<file path="config.mk">
export PLATFORM = sky130hd
export DESIGN_NAME = moving_average_or_ema_filter
export DESIGN_NICKNAME = d
export VERILOG_FILES = /design/src/rtl/mavg_pkg.sv /design/src/rtl/moving_average_or_ema_filter.sv /design/src/rtl/mavg_ram.sv
export SDC_FILE = /design/constraint.sdc
export NUM_CORES = 2
export LEC_CHECK = 0
export BUFFER_PORTS_ARGS = -buffer_cell sky130_fd_sc_hd__buf_4
export CAP_MARGIN = 20
export CORE_AREA = 2 2 263 265
export CTS_CLUSTER_DIAMETER = 30
export DETAILED_ROUTE_END_ITERATION = 7
export DIE_AREA = 0 0 265 267
export GPL_TIMING_DRIVEN = 0
export PLACE_DENSITY_LB_ADDON = 0.1
export SKIP_CTS_REPAIR_TIMING = 1
export SLEW_MARGIN = 20
export SYNTH_ARGS = -nofsm -noshare
export SYNTH_HDL_FRONTEND = slang
export SYNTH_SLANG_ARGS = --single-unit
</file>
<file path="constraint.sdc">
create_clock -name clk_i -period 13 [get_ports clk_i]
set_clock_uncertainty 0.15 [all_clocks]
set_input_delay 2.6 -clock clk_i [delete_from_list [all_inputs] [get_ports clk_i]]
set_output_delay 2.6 -clock clk_i [all_outputs]
set_load 0.02 [all_outputs]
</file>
<file path="src/rtl/mavg_pkg.sv">
// Shared types and constants of the moving-average / exponential smoothing filter.
// Used by the top level; no dependencies.

package mavg_pkg;

  // Sample width is fixed by the item format
  localparam int unsigned SAMPLE_W     = 16;
  localparam int unsigned MAX_WINDOW   = 32;
  localparam int unsigned WEIGHT_W     = 17;
  localparam int unsigned WEIGHT_FRAC  = 16;
  localparam int unsigned FILL_W       = 6;
  // Window sum grows by log2 of the longest window (32 samples)
  localparam int unsigned SUM_W        = SAMPLE_W + 5;
  localparam int unsigned CFG_IDX_W    = 1;
  localparam int unsigned CFG_DATA_W   = WEIGHT_W;

  localparam logic [FILL_W-1:0] WIN_SHORT = FILL_W'(16);
  localparam logic [FILL_W-1:0] WIN_LONG  = FILL_W'(32);

  localparam logic [WEIGHT_W-1:0] WEIGHT_ONE   = WEIGHT_W'(65536);
  localparam logic [WEIGHT_W-1:0] WEIGHT_RESET = WEIGHT_W'(32768);

  // Filter mode codes
  localparam logic [1:0] MODE_EMA   = 2'd0;
  localparam logic [1:0] MODE_AVG16 = 2'd1;
  localparam logic [1:0] MODE_AVG32 = 2'd2;

  // Configuration register indexes
  localparam logic [CFG_IDX_W-1:0] CFG_IDX_MODE   = 1'b0;
  localparam logic [CFG_IDX_W-1:0] CFG_IDX_WEIGHT = 1'b1;

  typedef struct packed {
    logic signed [SAMPLE_W-1:0] sample_in;
    logic                       segment_start;
  } in_item_t;

  typedef struct packed {
    logic signed [SAMPLE_W-1:0] filtered_out;
    logic                       out_valid;
  } out_item_t;

endpackage

</file>
<file path="src/rtl/moving_average_or_ema_filter.sv">
// Top level of the moving-average / exponential smoothing filter.
// Depends on mavg_pkg and mavg_ram (delay line storage).

// Usage
//   Input channel in_valid_i/in_ready_o/in_data_i carries one signed sample and a
//   segment-start flag per item; output channel out_valid_o/out_ready_i/out_data_o
//   returns one result item per input item, in order.
//   Mode 0 gives first-order smoothing, y += alpha*(x-y) with alpha in Q1.16.
//   Modes 1 and 2 give the floored mean of the last 16 or 32 samples of the segment;
//   until the window is full the result is zero with out_valid clear.
//   Configuration is written through cfg_we_i/cfg_addr_i/cfg_wdata_i while idle;
//   a mode write restarts the segment.
// Timing
//   The accepting edge writes the new sample into the delay-line RAM and registers
//   the read of the oldest window sample; when stage 1 advances, the running sum
//   and smoothing value are updated and the output register is loaded. One item
//   per cycle is sustained while the receiver is ready. When the receiver stalls,
//   the output register holds its item, the second stage holds one more, and
//   in_ready_o drops only once both are occupied.
// Reset
//   Asynchronous active-low reset empties the pipeline and clears fill count, sum
//   and smoothing value. The RAM needs no clearing: a window entry is read only
//   after the current segment has written it.

module moving_average_or_ema_filter #(
  parameter int unsigned MaxWindow = mavg_pkg::MAX_WINDOW,
  localparam int unsigned AddrW = $clog2(MaxWindow)
) (
  input  logic                              clk_i,
  input  logic                              rst_ni,
  input  logic                              in_valid_i,
  output logic                              in_ready_o,
  input  mavg_pkg::in_item_t                in_data_i,
  output logic                              out_valid_o,
  input  logic                              out_ready_i,
  output mavg_pkg::out_item_t               out_data_o,
  input  logic                              cfg_we_i,
  input  logic [mavg_pkg::CFG_IDX_W-1:0]    cfg_addr_i,
  input  logic [mavg_pkg::CFG_DATA_W-1:0]   cfg_wdata_i
);

  localparam int unsigned SW    = mavg_pkg::SAMPLE_W;
  localparam int unsigned SumW  = mavg_pkg::SUM_W;
  localparam int unsigned FW    = mavg_pkg::FILL_W;
  localparam int unsigned WW    = mavg_pkg::WEIGHT_W;
  localparam int unsigned FracW = mavg_pkg::WEIGHT_FRAC;
  localparam int unsigned ProdW = SW + 1 + WW + 1;
  localparam bit          LongOk = (MaxWindow >= 32);

  // Configuration registers
  logic [1:0]    mode_q;
  logic [WW-1:0] weight_q;

  // Stage 0 state
  logic [FW-1:0]    fill_q, fill_d;
  logic [AddrW-1:0] wp_q, wp_d;

  // Stage 1 pipeline register
  logic                       s1_valid_q;
  logic signed [SW-1:0]       s1_x_q;
  logic                       s1_seg_q, s1_first_q, s1_full_q, s1_ok_q;

  // Filter state
  logic signed [SumW-1:0] sum_q, sum_d;
  logic signed [SW-1:0]   y_q, y_d;

  // Output register
  logic                 out_valid_q;
  mavg_pkg::out_item_t  out_data_q, out_data_d;

  logic in_accept, s1_adv, out_free, cfg_mode_wr;

  assign out_free   = !out_valid_q || out_ready_i;
  assign s1_adv     = s1_valid_q && out_free;
  assign in_ready_o = !s1_valid_q || out_free;
  assign in_accept  = in_valid_i && in_ready_o;
  assign cfg_mode_wr = cfg_we_i && (cfg_addr_i == mavg_pkg::CFG_IDX_MODE);

  // ---------------- Stage 0: window bookkeeping and RAM access ----------------
  logic [FW-1:0]    win, fc_base, fc_inc;
  logic             first, full, win_ok;
  logic [AddrW:0]   wp_ext, win_ext, old_ext;
  logic [AddrW-1:0] old_addr;
  logic [SW-1:0]    old_sample;

  always_comb begin
    win     = (mode_q == mavg_pkg::MODE_AVG32 && LongOk) ? mavg_pkg::WIN_LONG
                                                          : mavg_pkg::WIN_SHORT;
    fc_base = in_data_i.segment_start ? '0 : fill_q;
    fc_inc  = fc_base + FW'(1);
    first   = (fc_base == '0);
    full    = (fc_base >= win);
    win_ok  = full || (fc_inc == win);

    wp_ext  = {1'b0, wp_q};
    win_ext = (AddrW+1)'(win);
    if (wp_ext >= win_ext) begin
      old_ext = wp_ext - win_ext;
    end else begin
      old_ext = wp_ext + (AddrW+1)'(MaxWindow) - win_ext;
    end
    old_addr = old_ext[AddrW-1:0];

    wp_d = (wp_q == AddrW'(MaxWindow - 1)) ? '0 : wp_q + AddrW'(1);

    priority if (in_accept) begin
      fill_d = full ? fc_base : fc_inc;
    end else if (cfg_mode_wr) begin
      fill_d = '0;
    end else begin
      fill_d = fill_q;
    end
  end

  mavg_ram #(
    .Width (SW),
    .Depth (MaxWindow)
  ) u_delay_line (
    .clk_i   (clk_i),
    .we_i    (in_accept),
    .waddr_i (wp_q),
    .wdata_i (in_data_i.sample_in),
    .re_i    (in_accept),
    .raddr_i (old_addr),
    .rdata_o (old_sample)
  );

  // ---------------- Stage 1: sum, smoothing and result selection ----------------
  logic signed [SumW-1:0]  sum_base, old_term;
  logic [WW-1:0]           alpha;
  logic signed [SW:0]      diff, step;
  logic signed [ProdW-1:0] prod;
  logic signed [SW:0]      y_sum;
  logic signed [SW-1:0]    mean;

  always_comb begin
    sum_base = s1_seg_q ? '0 : sum_q;
    old_term = s1_full_q ? SumW'($signed(old_sample)) : '0;
    sum_d    = sum_base - old_term + SumW'(s1_x_q);

    // Weights above one act as one
    alpha = (weight_q > mavg_pkg::WEIGHT_ONE) ? mavg_pkg::WEIGHT_ONE : weight_q;
    diff  = (SW+1)'(s1_x_q) - (SW+1)'(y_q);
    prod  = ProdW'(diff) * ProdW'($signed({1'b0, alpha}));
    // Bit-select of the product is the floored shift by the fraction width
    step  = prod[FracW+SW:FracW];
    y_sum = (SW+1)'(y_q) + step;
    if (s1_first_q) begin
      y_d = (alpha == '0) ? '0 : s1_x_q;
    end else begin
      y_d = y_sum[SW-1:0];
    end

    if (mode_q == mavg_pkg::MODE_AVG32 && LongOk) begin
      mean = sum_d[SW+4:5];
    end else begin
      mean = sum_d[SW+3:4];
    end

    out_data_d.filtered_out = '0;
    out_data_d.out_valid    = 1'b0;
    unique case (mode_q)
      mavg_pkg::MODE_EMA: begin
        out_data_d.filtered_out = y_d;
        out_data_d.out_valid    = 1'b1;
      end
      mavg_pkg::MODE_AVG16, mavg_pkg::MODE_AVG32: begin
        if (s1_ok_q) begin
          out_data_d.filtered_out = mean;
          out_data_d.out_valid    = 1'b1;
        end
      end
      default: begin
        // Unused mode: drop the result, state still advances
        out_data_d.filtered_out = '0;
        out_data_d.out_valid    = 1'b0;
      end
    endcase
  end

  // ---------------- Registers ----------------
  always_ff @(posedge clk_i or negedge rst_ni) begin
    if (!rst_ni) begin
      mode_q      <= mavg_pkg::MODE_EMA;
      weight_q    <= mavg_pkg::WEIGHT_RESET;
      fill_q      <= '0;
      wp_q        <= '0;
      s1_valid_q  <= 1'b0;
      sum_q       <= '0;
      y_q         <= '0;
      out_valid_q <= 1'b0;
    end else begin
      if (cfg_we_i) begin
        unique case (cfg_addr_i)
          mavg_pkg::CFG_IDX_MODE:   mode_q   <= cfg_wdata_i[1:0];
          mavg_pkg::CFG_IDX_WEIGHT: weight_q <= cfg_wdata_i;
          default: ;
        endcase
      end
      fill_q <= fill_d;
      if (in_accept) begin
        wp_q <= wp_d;
      end
      if (in_accept) begin
        s1_valid_q <= 1'b1;
      end else if (s1_adv) begin
        s1_valid_q <= 1'b0;
      end
      priority if (s1_adv) begin
        sum_q <= sum_d;
        y_q   <= y_d;
      end else if (cfg_mode_wr) begin
        sum_q <= '0;
      end
      if (s1_adv) begin
        out_valid_q <= 1'b1;
      end else if (out_ready_i) begin
        out_valid_q <= 1'b0;
      end
    end
  end

  // Payload registers: no reset
  always_ff @(posedge clk_i) begin
    if (in_accept) begin
      s1_x_q     <= in_data_i.sample_in;
      s1_seg_q   <= in_data_i.segment_start;
      s1_first_q <= first;
      s1_full_q  <= full;
      s1_ok_q    <= win_ok;
    end
    if (s1_adv) begin
      out_data_q <= out_data_d;
    end
  end

  assign out_valid_o = out_valid_q;
  assign out_data_o  = out_data_q;

`ifndef SYNTHESIS
  // Fill count never passes the active window
  a_fill_bound: assert property (@(posedge clk_i) disable iff (!rst_ni)
    fill_q <= win)
    else $error("fill count exceeds window length");

  // A result marked not valid carries zero
  a_invalid_zero: assert property (@(posedge clk_i) disable iff (!rst_ni)
    out_valid_q && !out_data_q.out_valid |-> out_data_q.filtered_out == '0)
    else $error("invalid result carries non-zero sample");

  // Smoothing mode always yields a valid result
  a_ema_valid: assert property (@(posedge clk_i) disable iff (!rst_ni)
    s1_adv && mode_q == mavg_pkg::MODE_EMA |=> out_valid_q && out_data_q.out_valid)
    else $error("smoothing result not flagged valid");

  // An empty output register never blocks the input side
  a_ready_free: assert property (@(posedge clk_i) disable iff (!rst_ni)
    !out_valid_q |-> in_ready_o)
    else $error("input stalled while output register is empty");
`endif

endmodule

</file>
<file path="src/rtl/mavg_ram.sv">
// Generic single-write, single-read synchronous RAM with a registered read port.
// Read-first: a read and write of the same entry in one cycle returns the old data.

module mavg_ram #(
  parameter int unsigned Width = 16,
  parameter int unsigned Depth = 32,
  localparam int unsigned AddrW = (Depth > 1) ? $clog2(Depth) : 1
) (
  input  logic             clk_i,
  input  logic             we_i,
  input  logic [AddrW-1:0] waddr_i,
  input  logic [Width-1:0] wdata_i,
  input  logic             re_i,
  input  logic [AddrW-1:0] raddr_i,
  output logic [Width-1:0] rdata_o
);

  logic [Width-1:0] mem_q [Depth];
  logic [Width-1:0] rdata_q;

  always_ff @(posedge clk_i) begin
    if (we_i) begin
      mem_q[waddr_i] <= wdata_i;
    end
    if (re_i) begin
      rdata_q <= mem_q[raddr_i];
    end
  end

  assign rdata_o = rdata_q;

endmodule
</file>
[Yosys cells after proc, flatten, opt, wreduce, memory -nomap -nowiden]
Memory sizes are Yosys's and may differ from the RTL's. A register that Yosys moved wholly into a read port is not among the register bits.
Index checks and enable logic that the tools add are counted.
Cells by class
  add/sub/neg operators: 9
  multipliers: 1
  div/mod/pow operators: 0
  $lt $le $gt $ge: 3
  equality and inequality tests: 4
  shift-type cells: 0
  muxes and demuxes: 23
  bitwise gates (word level): 1
  reduce and logical (&&, ||, !) cells: 18
Operators by type and width (count)
  $mux W21: 4
  $mux W16: 3
  $mux W17: 2
  $pmux W17 S2: 1
  $mul A17 B18 Y32: 1
  $mux W6: 5
  $add A21 B16 Y21: 1
  $sub A21 B21 Y21: 1
  $gt A17 B17 Y1 const B: 1
  $logic_not A17 Y1: 1
  $sub A16 B16 Y17: 1
  $add A16 B16 Y16: 1
  $add A5 B1 Y5 const B: 2
  $mux W5: 2
  $sub A5 B5 Y5: 2
  $reduce_bool A2 Y1: 4
  $add A6 B1 Y6 const B: 1
  $eq A6 B6 Y1: 1
  $ge A5 B6 Y1: 1
  $ge A6 B6 Y1: 1
  $logic_not A6 Y1: 1
  $mux W1: 6
  $eq A5 B5 Y1 const B: 1
  $reduce_and A2 Y1: 2
  8 further kinds: 13
Word-level totals
  flip-flop bits (word level): 106
  bits in latches: 0
  memory bits (writable): 512
  memory bits (read-only): 0
  memories: 1
Memory list
  u_delay_line.mem_q: words 32, width 16, rd ports 1, clocked after memory_dff 1, write ports 1, RTL line mavg_ram.sv:18  | logic [Width-1:0] mem_q [Depth];

[Depth between registers and ports, before layout]
  word-level depth: 6
  depth in mapped cells: 45
  mapped depth without buffers: 44

[Hierarchy]
From an unflattened synthesis, not the netlist that was laid out.
Second synthesis, totals
  cell total of the unflattened synthesis: 3061
  area total of the unflattened synthesis: 37546.0 µm²
Modules (own cells, without submodules)
  mavg_ram: times used 1, cells an instance 1143, area each 20696.1 µm², sequential area each 15855.2 µm²
  moving_average_or_ema_filter: times used 1, cells an instance 1918, area each 16849.9 µm², sequential area each 2839.0 µm²

[Worst setup path after synthesis]
OpenSTA, ideal clock, no wires.
  path kind: register to register
  start point: register s1_x_q[0]
  end point: register y_q[15]
  library setup time: 132 ps
  arrival: 9757 ps
  data required time: 12718 ps
  path slack: 2961 ps
  stages on the path, launching flop included: 41
  buffers on the path: 0
  clock period less this slack: 10039 ps
  cell sequence: edfxtp_1 inv_1 ha_1 fa_1 nor2b_1 o31a_1 o2111a_1 nor4_1 nor2_1 a21o_1 a21o_1 xor2_1 nand2_1 fa_1 fa_1 inv_1 fa_1 fa_1 (+5 left out) and4_1 and4_1 nand3_1 o221a_2 o21ba_2 nor2b_1 nor2_1 xnor2_1 ha_1 or4_1 and3_1 a41oi_2 o21ai_1 a21o_1 a21oi_2 xnor3_1 nand4_1 or3b_1
Between the ends
  word-level cells in the longest chain between the ends: 4
Ends and longest elaborated chain
  start: declaration: RTL line moving_average_or_ema_filter.sv:60  | logic signed [SW-1:0] s1_x_q;
  start signal: assignment: RTL line moving_average_or_ema_filter.sv:226  | s1_x_q <= in_data_i.sample_in;
  $sub A16 B16 Y17: RTL line moving_average_or_ema_filter.sv:143  | diff = (SW+1)'(s1_x_q) - (SW+1)'(y_q);
  $mul A17 B18 Y32: RTL line moving_average_or_ema_filter.sv:144  | prod = ProdW'(diff) * ProdW'($signed({1'b0, alpha}));
  $add A16 B16 Y16: RTL line moving_average_or_ema_filter.sv:147  | y_sum = (SW+1)'(y_q) + step;
  $mux W16: RTL line moving_average_or_ema_filter.sv:148  | if (s1_first_q) begin
  end signal: assignment: RTL line moving_average_or_ema_filter.sv:211  | y_q <= y_d;
  end: declaration: RTL line moving_average_or_ema_filter.sv:65  | logic signed [SW-1:0] y_q, y_d;
Every way passes these cells.
A chain may end at the register's enable or synchronous reset.

[Worst setup path in the final report]
Same ends and word-level chain as after synthesis.

==> impl_metrics.ini <==
[logic_synthesis]
yosysWarnings = 0
syn-num-nets = 3196
yosys-top-cells-area = edfxtp_1, fa_1, mux4_2, ha_1, dfrtp_1
avgSynthCellArea_um2 = 13.5
synthFlopType = edfxtp_1
synth_commonest_cells = edfxtp_1, inv_1, nand2_1, fa_1, nor2_1
synth_most_common_cell = edfxtp_1
synth_largest_type_area_fraction_pct = 45.8
syn_area_um2 = 37000
ys_async_sr_fraction_pct = 10.9
synth-edff-count = 565
yosysSeqAreaShare_pct = 50.5
synthCells = 2737
synth_seq_cells = 634
ys_types = 81
synth_top_area_cell = edfxtp_1

[clocking]
cts_sinks = 634
numCtsBuffers = 114
cts_max_path_buffers = 3
path_clk_slew_ps = 50
cts_tree = yes
clkLatencyLatePin_ps = 660
clockRootBuffer = clkbuf_16
cts-htree-levels = 3

[floorplan]
die_w_um = 265
die_area_um2 = 70800
core_area_um2 = 68000
io_pins = 59
placementRows = 96
initial_core_util_pct = 54.4
fp.dieH_um = 267

[worst_setup_path]
crit_family = adder cells
setup.worst_path.end_class = flop
r2r-start = s1_x_q[0]$_DFFE_PP_
timing.rr.end = y_q[15]$_DFFE_PN0P_
crit_buf_inv = 5
regToRegSetupSlack_ps = 1250
crit_required_ps = 13380
crit_type = flop to flop
arrival_ps = 12130
critPathSlowestCell = xnor2_1
rr_worst_depth = 40
path_max_fanout = 10
critical_path.most_common_cell = fa_1
setup.worst_path.start_class = flop
slowest_delay_ps = 850

[drt]
ant_nets = 0
firstDrtPassIters = 5
routed_wl_mm = 92.2
drt_iter0_drc = 1981
routedWlPerCell_um = 23.5
drc = 0
via_per_inst = 5.76
vias = 22600

[global_routing]
grt_max_degree = 70
track_usage_pct = 27.0
overflow = 0
grt_pass1_wl_mm = 142
grt_antenna_before_repair = 0
grt_pass1_vias = 23900

[hold_path]
hp-start = sum_q[20]$_DFFE_PN0P_
min_to = sum_q[20]$_DFFE_PN0P_
hp-class = flop to flop
min_path_cells = 2

[finish]
layout.nets = 3403
final_util_pct = 63.4
drive_above_1_share_pct = 18.0
num_antenna_cells = 0
area_growth_pct = 16.4

[timing]
fmax_mhz = 85.1
worst_pin_slew_ps = 1130
rsz0062_at_grt = false
final.min_clock_period_ps = 11750
min_period_over_period_pct = 90.4
finalWorstSetupSlack_ps = 1250
drv_slew = 0
tns_ps = 0
setup_viol = 0
relSlewSlack_pct = 25.0
hold_violations = 0

[placed_design]
port_buffers = 58
hpwl_mm = 69.0
gp_congestion = 0.949
pre_cts_ws_ps = 1240

[run]
max-cap-violations = 0

[status]
status = complete, no violations
cell families after synthesis:
logic type                 after synthesis  share of synthesized area (%)
buffers and inverters                  494                           5.01
AOI/OAI and AO/OA                      237                           4.26
xor gates and xnor gates                74                           1.85
and+or+nand+nor                        674                           8.17
adders and majority gates              419                           19.1
muxes                                  205                           11.1
DFF                                    634                           50.5
metrics by stage:
stage | hold slack (ps) | cell area, um2 | instances
after floorplan | 307 | 37000 | 2737
after global placement | 325 | 38600 | 3677
after detailed placement | 332 | 39100 | 3710
after CTS | 340 | 43100 | 3923
after global routing | 364 | 43100 | 3923
final | 335 | 43100 | 3923
state kept, by name, indices dropped and copies added (netlist names):
register and cells:
s1_first_q 1, wp_q 5, out_data_o 17, s1_seg_q 1
s1_valid_q 1, weight_q 17, fill_q 6, y_q 16
sum_q 21, out_valid_o 1, u_delay_line.rdata_o 16, s1_x_q 16
s1_full_q 1, mode_q 2, u_delay_line.mem_q 512, s1_ok_q 1
layout by cell type, fill, tap and decap left out, drive strengths merged, types with 68 or more instances in the layout:
master / netlist / layout
dfrtp: 68 / 68
inv: 388 / 397
clkbuf: 89 / 217
mux4: 160 / 160
nand2: 278 / 278
fa: 245 / 245
nor2: 194 / 194
edfxtp: 565 / 565
buf: 14 / 104
ha: 174 / 174
o21ai: 82 / 82
worst register-to-register path, delay by kind of cell, from the launching register on:
kind,cells,cell delay (ps)
adder cells (fa/ha/maj),10,3820
buffers and inverters,5,780
AO/OA/AOI/OAI,13,2760
XOR/XNOR,3,1490
AND/OR/NAND/NOR,9,2220
flip-flops,1,400
layer usage:
layer	vias up	global-route usage (%)	share of wire (%)
li1	9995	-	-
met1	11600	35.1	40
met2	814	45.4	49
met3	187	4.45	6.5
met4	0	11.6	4.5
met5	-	0	0
layout make-up:
cell class	instances	area, um2
plain buffers	103	389
clock buffers	127	2960
clock inverters	86	1060
fillers	5111	24900
inverters	391	1470
multi-input cells	1609	16500
flip-flops and latches	634	18700
well taps	882	1100
repair buffers	91	875
worst max-delay path by stage:
stage                     cells past startpoint                start                   to  slack [ps]
after global routing                         40  s1_x_q[0]$_DFFE_PP_  y_q[15]$_DFFE_PN0P_         690
after detailed placement                     40  s1_x_q[0]$_DFFE_PP_  y_q[15]$_DFFE_PN0P_        1240
after floorplan                              40  s1_x_q[0]$_DFFE_PP_  y_q[15]$_DFFE_PN0P_        2960
after global placement                       41  s1_x_q[0]$_DFFE_PP_  y_q[15]$_DFFE_PN0P_        1320
after CTS                                    41  s1_x_q[0]$_DFFE_PP_  y_q[15]$_DFFE_PN0P_        1210
final                                        40  s1_x_q[0]$_DFFE_PP_  y_q[15]$_DFFE_PN0P_        1250
Power is left out: the tool's default activity adds up to more than one toggle a clock period on the data nets, which glitch-free logic cannot reach.
